==> src/design/ptts_pkg.sv <==
// shared types and codes for the periodic task tick scheduler
package ptts_pkg;

  localparam logic [2:0] REQ_ADD     = 3'd0;
  localparam logic [2:0] REQ_ENABLE  = 3'd1;
  localparam logic [2:0] REQ_DISABLE = 3'd2;
  localparam logic [2:0] REQ_QUERY   = 3'd3;
  localparam logic [2:0] REQ_TICK    = 3'd4;

  localparam logic [1:0] ST_OK       = 2'd0;
  localparam logic [1:0] ST_NOTFOUND = 2'd1;
  localparam logic [1:0] ST_FULL     = 2'd2;
  localparam logic [1:0] ST_NONE     = 2'd3;

  localparam logic [30:0] TICK_PERIOD_RST = 31'd1000000;

  typedef enum logic [2:0] {
    S_IDLE,
    S_ADD,
    S_FIND,
    S_TICK,
    S_FLUSH
  } state_e;

  typedef struct packed {
    logic [15:0] ident;
    logic [30:0] period;
    logic [31:0] elapsed;
    logic [2:0]  prio;
    logic        en;
  } slot_t;

  typedef struct packed {
    logic        start;
    logic        adv;
    logic        stop;
    logic        ins;
    logic        set_en;
    logic        clr_en;
    logic        tick;
    logic [15:0] id;
    logic [30:0] tick_period;
    slot_t       new_slot;
  } cmd_t;

  typedef struct packed {
    logic  hit;
    logic  fire;
    logic  at_end;
    slot_t slot;
  } stat_t;

  typedef struct packed {
    logic [1:0]  status;
    logic [15:0] id;
    logic [2:0]  prio;
    logic [31:0] elapsed;
  } res_t;

endpackage

==> src/design/periodic_task_tick_scheduler_unit.sv <==
// top level of the periodic task tick scheduler: control and cell chain
//
// Requests enter on the s_axis channel: tuser carries the request type,
// tdata the task id, period, priority and start-enabled flag. Results leave
// on the m_axis channel: tuser carries the status, tdata the task id,
// priority and elapsed time, tlast marks the final result of a request.
// tick_period is written through cfg_we_i / cfg_wdata_i; the user must write
// it only while idle, as the block itself does not enforce it. Each table
// slot is a cell of a chain; a token walks the chain one cell per cycle,
// unless a tick waits on a stalled output, to serve enable, disable, query
// and tick requests. An add passes through S_ADD and S_FLUSH to its result;
// enable, disable and query walk up to the matching slot or the last task;
// a tick walks every task. One request is in work at a time; tready is high
// only while idle. Reset empties the table and restores tick_period to 1000000.
// A stalled receiver holds the output register; a tick waits at a firing while
// the held result cannot leave; a new request is accepted while a result waits.
module periodic_task_tick_scheduler_unit #(
  parameter int unsigned MAX_TASKS       = 8,
  parameter int unsigned PRIORITY_LEVELS = 8
) (
  input  logic        clk_i,
  input  logic        rst_ni,
  input  logic        cfg_we_i,
  input  logic [30:0] cfg_wdata_i,
  input  logic        s_axis_tvalid,
  output logic        s_axis_tready,
  input  logic [55:0] s_axis_tdata,  // task_id, task_period, task_priority, start_enabled
  input  logic [2:0]  s_axis_tuser,  // req_type
  output logic        m_axis_tvalid,
  input  logic        m_axis_tready,
  output logic [55:0] m_axis_tdata,  // fired_id, fired_priority, elapsed
  output logic [1:0]  m_axis_tuser,  // status
  output logic        m_axis_tlast
);
  import ptts_pkg::*;

  localparam int unsigned CNT_W = $clog2(MAX_TASKS + 1);

  state_e           state_q, state_d;
  logic [CNT_W-1:0] count_q, count_d;
  logic [30:0]      tick_q;
  logic [2:0]       req_q;
  logic [15:0]      id_q;
  logic [30:0]      period_q;
  logic [2:0]       prio_q;
  logic             en_q;
  logic [2:0]       prio_sat;
  res_t             held_q, held_d;
  logic             held_v_q, held_v_d;
  res_t             out_q, push_res;
  logic             out_last_q, push_last;
  logic             out_valid_q;
  logic             push;
  logic             out_free;
  logic             accept;
  logic             step_ok;
  cmd_t             cmd;
  stat_t            stat;

  logic  tok_c   [MAX_TASKS+1];
  logic  after_c [MAX_TASKS+1];
  slot_t slot_c  [MAX_TASKS+1];
  stat_t stat_w  [MAX_TASKS];
  logic [MAX_TASKS-1:0] tok_vec;

  assign tok_c[0]   = 1'b0;
  assign after_c[0] = 1'b0;
  assign slot_c[0]  = '0;

  for (genvar k = 0; k < MAX_TASKS; k++) begin : g_cell
    ptts_cell #(
      .IDX   (k),
      .CNT_W (CNT_W)
    ) u_cell (
      .clk_i        (clk_i),
      .rst_ni       (rst_ni),
      .cmd_i        (cmd),
      .count_i      (count_q),
      .prev_tok_i   (tok_c[k]),
      .prev_after_i (after_c[k]),
      .prev_slot_i  (slot_c[k]),
      .tok_o        (tok_c[k+1]),
      .after_o      (after_c[k+1]),
      .slot_o       (slot_c[k+1]),
      .stat_o       (stat_w[k])
    );
    assign tok_vec[k] = tok_c[k+1];
  end

  always_comb begin
    stat = '0;
    for (int k = 0; k < MAX_TASKS; k++) begin
      stat = stat | stat_w[k];
    end
  end

  assign s_axis_tready = (state_q == S_IDLE);
  assign accept        = s_axis_tvalid && s_axis_tready;
  assign out_free      = !out_valid_q || m_axis_tready;
  assign step_ok       = !stat.fire || !held_v_q || out_free;
  assign prio_sat      = (32'(s_axis_tdata[49:47]) >= PRIORITY_LEVELS) ?
                         3'(PRIORITY_LEVELS - 1) : s_axis_tdata[49:47];

  always_comb begin
    state_d = state_q;
    case (state_q)
      S_IDLE: begin
        if (accept) begin
          case (s_axis_tuser)
            REQ_ADD: state_d = S_ADD;
            REQ_ENABLE, REQ_DISABLE, REQ_QUERY:
              state_d = (count_q == '0) ? S_FLUSH : S_FIND;
            REQ_TICK: state_d = (count_q == '0) ? S_FLUSH : S_TICK;
            default: state_d = S_IDLE;
          endcase
        end
      end
      S_ADD: state_d = S_FLUSH;
      S_FIND: begin
        if (stat.hit || stat.at_end) begin
          state_d = S_FLUSH;
        end
      end
      S_TICK: begin
        if (step_ok && stat.at_end) begin
          state_d = S_FLUSH;
        end
      end
      S_FLUSH: begin
        if (out_free) begin
          state_d = S_IDLE;
        end
      end
      default: state_d = S_IDLE;
    endcase
  end

  always_comb begin
    cmd                  = '0;
    cmd.id               = id_q;
    cmd.tick_period      = tick_q;
    cmd.new_slot.ident   = id_q;
    cmd.new_slot.period  = period_q;
    cmd.new_slot.elapsed = 32'd0;
    cmd.new_slot.prio    = prio_q;
    cmd.new_slot.en      = en_q;
    count_d   = count_q;
    held_d    = held_q;
    held_v_d  = held_v_q;
    push      = 1'b0;
    push_res  = held_q;
    push_last = 1'b0;
    case (state_q)
      S_IDLE: begin
        if (accept) begin
          case (s_axis_tuser)
            REQ_ENABLE, REQ_DISABLE, REQ_QUERY: begin
              held_d   = '{status: ST_NOTFOUND, id: s_axis_tdata[15:0],
                           prio: 3'd0, elapsed: 32'd0};
              held_v_d = (count_q == '0);
              cmd.start = (count_q != '0);
            end
            REQ_TICK: begin
              held_v_d  = 1'b0;
              cmd.start = (count_q != '0);
            end
            default: begin
              held_v_d = 1'b0;
            end
          endcase
        end
      end
      S_ADD: begin
        held_v_d = 1'b1;
        if (count_q >= CNT_W'(MAX_TASKS)) begin
          held_d = '{status: ST_FULL, id: id_q, prio: 3'd0, elapsed: 32'd0};
        end else begin
          cmd.ins = 1'b1;
          count_d = count_q + 1'b1;
          held_d  = '{status: ST_OK, id: id_q, prio: 3'd0, elapsed: 32'd0};
        end
      end
      S_FIND: begin
        if (stat.hit) begin
          cmd.stop   = 1'b1;
          cmd.set_en = (req_q == REQ_ENABLE);
          cmd.clr_en = (req_q == REQ_DISABLE);
          held_v_d   = 1'b1;
          held_d     = '{status: ST_OK, id: id_q, prio: 3'd0,
                         elapsed: (req_q == REQ_QUERY) ? stat.slot.elapsed : 32'd0};
        end else if (stat.at_end) begin
          cmd.stop = 1'b1;
          held_v_d = 1'b1;
          held_d   = '{status: ST_NOTFOUND, id: id_q, prio: 3'd0, elapsed: 32'd0};
        end else begin
          cmd.adv = 1'b1;
        end
      end
      S_TICK: begin
        if (step_ok) begin
          cmd.tick = 1'b1;
          cmd.stop = stat.at_end;
          cmd.adv  = !stat.at_end;
          if (stat.fire) begin
            push     = held_v_q;
            push_res = held_q;
            held_v_d = 1'b1;
            held_d   = '{status: ST_OK, id: stat.slot.ident,
                         prio: stat.slot.prio, elapsed: 32'd0};
          end
        end
      end
      S_FLUSH: begin
        if (out_free) begin
          push      = 1'b1;
          push_last = 1'b1;
          push_res  = held_v_q ? held_q :
                      res_t'{status: ST_NONE, id: 16'd0, prio: 3'd0, elapsed: 32'd0};
          held_v_d  = 1'b0;
        end
      end
      default: begin
        held_v_d = 1'b0;
      end
    endcase
  end

  always_ff @(posedge clk_i or negedge rst_ni) begin
    if (!rst_ni) begin
      state_q     <= S_IDLE;
      count_q     <= '0;
      tick_q      <= TICK_PERIOD_RST;
      held_v_q    <= 1'b0;
      out_valid_q <= 1'b0;
    end else begin
      state_q  <= state_d;
      count_q  <= count_d;
      held_v_q <= held_v_d;
      if (cfg_we_i) begin
        tick_q <= cfg_wdata_i;
      end
      if (push) begin
        out_valid_q <= 1'b1;
      end else if (m_axis_tready) begin
        out_valid_q <= 1'b0;
      end
    end
  end

  always_ff @(posedge clk_i) begin
    held_q <= held_d;
    if (accept) begin
      req_q    <= s_axis_tuser;
      id_q     <= s_axis_tdata[15:0];
      period_q <= s_axis_tdata[46:16];
      prio_q   <= prio_sat;
      en_q     <= s_axis_tdata[50];
    end
    if (push) begin
      out_q      <= push_res;
      out_last_q <= push_last;
    end
  end

  assign m_axis_tvalid = out_valid_q;
  assign m_axis_tdata  = {5'd0, out_q.elapsed, out_q.prio, out_q.id};
  assign m_axis_tuser  = out_q.status;
  assign m_axis_tlast  = out_last_q;

  a_count_bound: assert property (@(posedge clk_i) disable iff (!rst_ni)
    count_q <= CNT_W'(MAX_TASKS))
    else $error("task count beyond table size");

  a_tok_onehot0: assert property (@(posedge clk_i) disable iff (!rst_ni)
    $onehot0(tok_vec))
    else $error("more than one visit token");

  a_tok_walk: assert property (@(posedge clk_i) disable iff (!rst_ni)
    (state_q == S_FIND || state_q == S_TICK) |-> $onehot(tok_vec))
    else $error("walk without a token");

  a_no_overwrite: assert property (@(posedge clk_i) disable iff (!rst_ni)
    push |-> out_free)
    else $error("output register overwritten");

  a_idle_empty: assert property (@(posedge clk_i) disable iff (!rst_ni)
    (state_q == S_IDLE) |-> (!held_v_q && tok_vec == '0))
    else $error("idle with pending result or token");

endmodule

==> src/design/ptts_cell.sv <==
// one task slot of the scheduler chain with its visit token
module ptts_cell #(
  parameter int unsigned IDX   = 0,
  parameter int unsigned CNT_W = 4
) (
  input  logic              clk_i,
  input  logic              rst_ni,
  input  ptts_pkg::cmd_t    cmd_i,
  input  logic [CNT_W-1:0]  count_i,
  input  logic              prev_tok_i,
  input  logic              prev_after_i,
  input  ptts_pkg::slot_t   prev_slot_i,
  output logic              tok_o,
  output logic              after_o,
  output ptts_pkg::slot_t   slot_o,
  output ptts_pkg::stat_t   stat_o
);
  import ptts_pkg::*;

  slot_t       slot_q, slot_d;
  logic        tok_q, tok_d;
  logic        after;
  logic        fire;
  logic [31:0] base;
  logic [32:0] sum;

  assign after = (CNT_W'(IDX) >= count_i) || (slot_q.prio > cmd_i.new_slot.prio);
  assign fire  = slot_q.en && (slot_q.elapsed >= {1'b0, slot_q.period});
  assign base  = fire ? 32'd0 : slot_q.elapsed;
  assign sum   = {1'b0, base} + {2'b00, cmd_i.tick_period};

  always_comb begin
    slot_d = slot_q;
    if (cmd_i.ins) begin
      if (prev_after_i) begin
        slot_d = prev_slot_i;
      end else if (after) begin
        slot_d = cmd_i.new_slot;
      end
    end else if (tok_q) begin
      if (cmd_i.set_en) begin
        slot_d.en = 1'b1;
      end else if (cmd_i.clr_en) begin
        slot_d.en = 1'b0;
      end else if (cmd_i.tick && slot_q.en) begin
        slot_d.elapsed = sum[32] ? 32'hFFFF_FFFF : sum[31:0];
      end
    end
  end

  always_comb begin
    tok_d = tok_q;
    if (cmd_i.start) begin
      tok_d = (IDX == 0);
    end else if (cmd_i.stop) begin
      tok_d = 1'b0;
    end else if (cmd_i.adv) begin
      tok_d = prev_tok_i;
    end
  end

  always_ff @(posedge clk_i or negedge rst_ni) begin
    if (!rst_ni) begin
      tok_q <= 1'b0;
    end else begin
      tok_q <= tok_d;
    end
  end

  always_ff @(posedge clk_i) begin
    slot_q <= slot_d;
  end

  assign tok_o   = tok_q;
  assign after_o = after;
  assign slot_o  = slot_q;

  always_comb begin
    stat_o        = '0;
    stat_o.hit    = tok_q && (slot_q.ident == cmd_i.id);
    stat_o.fire   = tok_q && fire;
    stat_o.at_end = tok_q && (count_i == CNT_W'(IDX + 1));
    stat_o.slot   = tok_q ? slot_q : '0;
  end

endmodule
==> config.mk <==
export PLATFORM = sky130hd
export DESIGN_NAME = periodic_task_tick_scheduler_unit
export DESIGN_NICKNAME = d
export VERILOG_FILES = /design/src/design/ptts_pkg.sv /design/src/design/periodic_task_tick_scheduler_unit.sv /design/src/design/ptts_cell.sv
export SDC_FILE = /design/constraint.sdc
export NUM_CORES = 2
export LEC_CHECK = 0
export ABC_AREA = 1
export BUFFER_PORTS_ARGS = -buffer_cell sky130_fd_sc_hd__buf_2
export CAP_MARGIN = 20
export CORE_AREA = 10 10 529 531
export CTS_BUF_LIST = sky130_fd_sc_hd__clkbuf_8
export CTS_CLUSTER_SIZE = 12
export DETAILED_ROUTE_END_ITERATION = 7
export DIE_AREA = 0 0 539 541
export GPL_TIMING_DRIVEN = 0
export PLACE_DENSITY = 0.41
export SLEW_MARGIN = 20
export SYNTH_ARGS = -nofsm -noshare
export SYNTH_HDL_FRONTEND = slang
export SYNTH_SLANG_ARGS = --single-unit
==> constraint.sdc <==
create_clock -name clk_i -period 23.4 [get_ports clk_i]
set_clock_uncertainty 0.1 [all_clocks]
set_input_delay 4.68 -clock clk_i [delete_from_list [all_inputs] [get_ports clk_i]]
set_output_delay 4.68 -clock clk_i [all_outputs]
set_load 0.05 [all_outputs]
Word level (Yosys, flattened, before mapping) --
Index checks and enable logic that the tools add are counted.
Operators by class: add/sub/neg operators 9, $mul 0, div/mod/pow operators 0, $lt $le $gt $ge 25, eq/ne operators 45, shifts and indexed selects 0, muxes and demuxes 170, bitwise logic cells 8, reduce and logical (&&, ||, !) cells 119
Operators by type and width (number):
- 83-bit two-way mux | 22
- 32-bit two-way mux | 57
- 86-bit bitwise OR | 7
- 53-bit two-way mux | 10
- 32-bit by 31-bit adder with 33-bit output | 8
- 32-bit by 31-bit >= comparator with 1-bit output | 8
- 53-bit one-hot mux with 4 select lines | 1
- 16-bit equality test | 8
- 1-bit two-way mux | 65
- 2-bit nonzero test | 24
- 5-bit AND reduction | 9
- 1-bit logical AND | 42
- 36-bit two-way mux | 1
- 3-bit greater-than comparator | 8
- 3-bit AND reduction | 8
- 3-bit by 1-bit inequality test with 1-bit output, second input constant | 7
- 3-bit by 2-bit equality test with 1-bit output, second input constant | 6
- 3-bit two-way mux | 6
- 2-bit AND reduction | 9
- 4-bit by 3-bit equality test with 1-bit output, second input constant | 4
- 3-bit by 4-bit >= comparator with 1-bit output, first input constant | 4
- 3-bit one-hot mux with 5 select lines | 1
- 1-bit logical OR | 12
- 2-bit by 1-bit inequality test with 1-bit output, second input constant | 5
- 26 further kinds | 44
Word-level totals: flip-flop bits (word level) 873, latch bits 0, memory bits (writable) 0, memory bits (read-only) 0, bits of input ports 95, memories kept 0

Logic depth before layout (Yosys ltp) --
depth in word-level cells 21, mapped depth 36

Cells and area by module --
Synthesis repeated with hierarchy kept, for this count alone.
Second synthesis, totals: cell total of the unflattened synthesis 10848, area total of the unflattened synthesis 74142.4 µm²
By module, submodules not included:
- periodic_task_tick_scheduler_unit | instances 1, cells each 696, area an instance 8555.7 µm², seq. area each 5844.4 µm²
- ptts_cell (g_cell[2].u_cell) | instances 1, cells each 1247, area an instance 8249.2 µm², seq. area each 2517.4 µm²
- ptts_cell (g_cell[7].u_cell) | instances 1, cells each 1245, area an instance 8244.2 µm², seq. area each 2517.4 µm²
- ptts_cell (g_cell[5].u_cell) | instances 1, cells each 1294, area an instance 8237.9 µm², seq. area each 2517.4 µm²
- ptts_cell (g_cell[6].u_cell) | instances 1, cells each 1289, area an instance 8226.6 µm², seq. area each 2517.4 µm²
- ptts_cell (g_cell[3].u_cell) | instances 1, cells each 1288, area an instance 8222.9 µm², seq. area each 2517.4 µm²
- ptts_cell (g_cell[4].u_cell) | instances 1, cells each 1256, area an instance 8161.6 µm², seq. area each 2517.4 µm²
- ptts_cell (g_cell[1].u_cell) | instances 1, cells each 1288, area an instance 8136.6 µm², seq. area each 2517.4 µm²
- ptts_cell (g_cell[0].u_cell) | instances 1, cells each 1245, area an instance 8107.8 µm², seq. area each 2517.4 µm²

Worst setup path before layout --
Ideal clock, no wire load.
path type input to register, from input port s_axis_tvalid, to register g_cell[0].u_cell.tok_q, arrival time 9.530 ns, slack 13.640 ns, stages 6, cell sequence inv_1 nor3_1 nand3_1 clkbuf_1 nand4_1 nand2_1
On the way: longest elaborated chain between the ends 4
Ends and longest elaborated chain:
- start: declaration | line periodic_task_tick_scheduler_unit.sv:25 | input logic s_axis_tvalid,
- 1-bit logical AND (*) | line periodic_task_tick_scheduler_unit.sv:98 | assign accept = s_axis_tvalid && s_axis_tready;
- via accept | line periodic_task_tick_scheduler_unit.sv:55 | logic accept;
- 1-bit two-way mux (*) | line periodic_task_tick_scheduler_unit.sv:155 | if (accept) begin
- 1-bit two-way mux (*) | line periodic_task_tick_scheduler_unit.sv:153 | case (state_q)
- 3-bit nonzero test (no source line) / 1-bit two-way mux (equally long branches)
- end signal: assignment | line ptts_cell.sv:66 | tok_q <= tok_d;
- end: declaration | line ptts_cell.sv:21 | logic tok_q, tok_d;
The timed path passes the listed nets; every way through them passes the cells marked *. A chain may end at the register's enable or synchronous reset.

Worst setup path in the final report --
from register state_q[1], to output port s_axis_tready
On the way: longest elaborated chain between the ends 1
Ends and longest elaborated chain:
- start: declaration | line periodic_task_tick_scheduler_unit.sv:39 | state_e state_q, state_d;
- start signal: assignment | line periodic_task_tick_scheduler_unit.sv:236 | state_q <= state_d;
- 3-bit logical NOT | line periodic_task_tick_scheduler_unit.sv:97 | assign s_axis_tready = (state_q == S_IDLE);
- end: declaration | line periodic_task_tick_scheduler_unit.sv:26 | output logic s_axis_tready,
No other way between the ends.

==> flow_metrics.env <==
export IMPL_synth_compound_gate_area_share_pct=18.1
export IMPL_asyncSetResetFlopFracSynth_pct=5.50
export IMPL_yosys_area_top_type="sky130_fd_sc_hd__edfxtp_1"
export IMPL_clkSlewWorstSetupHoldPaths_ns=0.06
export IMPL_yosys_area_share_simple_pct=16.4
export IMPL_post_cts_resized=0
export IMPL_timing_critical_path_buf_inv=2
export IMPL_crit_path_end_kind="primary output"
export IMPL_dominant_combinational_cell_family_by_area_after_synthesis="compound AO/OA/AOI/OAI gates"
export IMPL_syn_area_per_cell_sq_um=8.44
export IMPL_worst_ep_required_time_ns=18.62
export IMPL_drt_drc_violations_left=0
export IMPL_fp_dieH_um=541
export IMPL_timing_critical_path_cells="nor2_1 > inv_1 > nor2_1 > buf_2"
export IMPL_critical_path_top_delay_family="buffers and inverters"
export IMPL_worst_max_slew_pin_slew_ns=1.22
export IMPL_hold_viol=0
export IMPL_place_area_sq_um=67800
export IMPL_maxSlewViolCount=0
export IMPL_numClockSinks=873
export IMPL_worstSkewPairLatency_ns=0.99
export IMPL_avgRoutedWirePerCell_um=25.5
export IMPL_synthesis_area_sq_um=61600
export IMPL_ctsLongestPathBuffers=3
export IMPL_dominantRegCellSynth="sky130_fd_sc_hd__edfxtp_1"
export IMPL_timing_setup_tns_ns=0
export IMPL_most_common_cell_after_layout_fill_and_taps_aside="sky130_fd_sc_hd__nand2_1"
export IMPL_yosysSeqAreaShare_pct=42.2
export IMPL_irDropWorstVdd_v=0.0000550
export IMPL_timing_critical_path_slowest_stage_cell="sky130_fd_sc_hd__dfrtp_1"
export IMPL_finalNonFillerCells=11400
export IMPL_slowest_delay_ns=0.40
export IMPL_final_report_setup_violation_count=0
export IMPL_final_design_area_no_fill_sq_um=71300
export IMPL_num_vias=54900
export IMPL_p_leak_nw=30.3
export IMPL_cts_hold_buffers_added=0
export IMPL_max_freq_mhz=142
export IMPL_initial_core_util_pct=22.8
export IMPL_timing_max_cap_violations=0
export IMPL_crit_path_start_kind="flip-flop"
export IMPL_die_w_um=539
export IMPL_adder_and_majority_gate_portion_of_the_synthesized_area_pct=10.8
export IMPL_die_area_sq_um=292000
export IMPL_run_status="completed"
export IMPL_grtUsageTotal_pct=19.1
export IMPL_number_of_antenna_violations_at_the_first_check_in_global_routing=18
export IMPL_timing_worst_setup_path_type="reg -> out"
export IMPL_yosysTopAreaCellShare_pct=40.2
export IMPL_grt_pass1_vias=54600
export IMPL_gr_total_overflow=0
export IMPL_fin_worst_hold_slack_ns=0.364
export IMPL_hpwl_mm=242
export IMPL_critical_path_maximum_fanout=4
export IMPL_syn_instance_count=7296
export IMPL_first_pass_iters=6
export IMPL_tritoncts="built"
export IMPL_grt_start_max_net_pins=37
export IMPL_yosys_warnings=0
export IMPL_rsz0062_at_grt="no"
export IMPL_netlist_cell_type_count=75
export IMPL_post_route_cells_drive_above_1_share_pct=9.75
export IMPL_worst_hold_path_type="reg -> reg"
export IMPL_vias_per_cell=4.82
export IMPL_post_route_period_util_pct=30.0
export IMPL_netlist_top_cells_area="sky130_fd_sc_hd__edfxtp_1, sky130_fd_sc_hd__ha_1, sky130_fd_sc_hd__nand2_1"
export IMPL_worst_ep_arrival_time_ns=2.24
export IMPL_area_growth_syn_to_layout_pct=15.7
export IMPL_fp_row_count=191
export IMPL_clockRootBuffer="sky130_fd_sc_hd__clkbuf_8"
export IMPL_num_io_pins=156
export IMPL_gpl_final_weighted_congestion=0.964
export IMPL_power_density_nw_per_um2=115
export IMPL_port_buffer_count=145
export IMPL_ys_ff_latch=873
export IMPL_1st_iter_drt_viols=5129
export IMPL_dp_cells=11100
export IMPL_synth_edff_count=825
export IMPL_synthMuxAreaShare_pct=0.567
export IMPL_timing_max_slew_rel_slack_pct=17.7
export IMPL_htreeDepth=4
export IMPL_cts_buffers=179
export IMPL_synth_xor_area_share_pct=3.70
export IMPL_reg2reg_slack_ns=16.85
export IMPL_post_cts_setup_buffer_count=0
export IMPL_fin_nets=8288
export IMPL_final_min_clock_period_ns=7.02
export IMPL_drt_wl_total_mm=290
export IMPL_global_route_wire_length_before_repair_mm=402
export IMPL_coreArea_sq_um=270000
export IMPL_layout_cells_most_common_list="sky130_fd_sc_hd__nand2_1, sky130_fd_sc_hd__inv_1, sky130_fd_sc_hd__edfxtp_1"
export IMPL_ant_nets=0
export IMPL_worst_path_most_repeated_cell="sky130_fd_sc_hd__nor2_1"
## worst paths after layout
path	start	endpoint	depth (start not counted)
worst max-delay path	state_q[1]$_DFFE_PN0P_	s_axis_tready	4
worst min-delay path	period_q[22]$_DFFE_PP_	g_cell[0].u_cell.slot_o[58]$_DFFE_PP_	0
worst max register to register	g_cell[0].u_cell.slot_o[65]$_DFFE_PP_	g_cell[0].u_cell.slot_o[32]$_DFFE_PP_	25
worst min register to register	period_q[22]$_DFFE_PP_	g_cell[0].u_cell.slot_o[58]$_DFFE_PP_	0
max in group asynchronous	rst_ni	tick_q[18]$_DFFE_PN1P_	2
min in group asynchronous	rst_ni	g_cell[0].u_cell.tok_o$_DFFE_PN0P_	1
## final cells by class
| cell class | instances | area, sq um |
|---|---|---|
| fill | 29400 | 198000 |
| buffer | 277 | 1320 |
| antenna | 14 | 35.0 |
| clock buffer | 190 | 2620 |
| tap | 3570 | 4470 |
| clock inverter | 138 | 861 |
| timing repair buffer | 184 | 1460 |
| sequential | 873 | 26000 |
| multi-input combinational | 5154 | 30800 |
| inverter | 996 | 3740 |
## cell usage after synthesis (all sizes together), types with 41 or more instances
cell type     n
nand2      1358
o21a         47
edfxtp      825
a21oi       865
o21ai       698
nor4         49
dfrtp        41
nor3         70
xnor2       137
a221oi       46
nor2        666
clkbuf      193
inv         995
o22ai        50
buf          84
xor2        123
ha          520
nand4        98
nand3       143
## registers in the layout (all words and copies together), names as in the netlist, 4 cells and up
register              flops
g_cell.u_cell.slot_o    664
tick_q                   31
id_q                     16
count_q                   4
held_q                   53
period_q                 31
g_cell.u_cell.tok_o       8
m_axis_tdata             51
## per-stage QoR
stage / setup WS [ns] / total power, W / utilization [%]
2_1_floorplan: 13.64 / 0.00502 / -
3_3_place_gp: 7.06 / 0.00651 / 24.8
3_5_place_dp: 16.33 / 0.00658 / 25.1
4_1_cts: 16.24 / 0.00826 / 26.4
5_1_grt: 16.12 / 0.00876 / 26.4
6_report: 16.38 / 0.00823 / 26.4
## power by group
| part | internal, W | switching, W | total (W) |
|---|---|---|---|
| clock network | 0.000843 | 0.000799 | 0.00164 |
| logic | 0.00111 | 0.00270 | 0.00381 |
| registers | 0.00243 | 0.000350 | 0.00278 |
## kinds of logic after synthesis
group,count (synthesis)
other,1
AO/OA/AOI/OAI,1894
adder cells (fa/ha/maj),528
XOR/XNOR,260
multiplexers,31
flip-flops,873
AND/OR/NAND/NOR,2436
buffers and inverters,1273
## worst reg2reg max path: cells and delay by family, from the launching register on
kind	cells	cell delay, ns
AO/OA/AOI/OAI	8	1.80
XOR/XNOR	1	0.18
adder cells (fa/ha/maj)	3	0.97
buffers and inverters	3	0.81
flip-flops	1	0.40
AND/OR/NAND/NOR	10	2.02
## layer usage
layer  vias to the layer above  GRT usage, %  routed length [um]
met3                       385          4.22               22000
li1                      25900             -                   -
met4                         0          5.81                9470
met2                      2163          29.5              126000
met5                         -             0                   0
met1                     26500          26.4              133000
No activity file was read; power rests on OpenSTA's default activity.
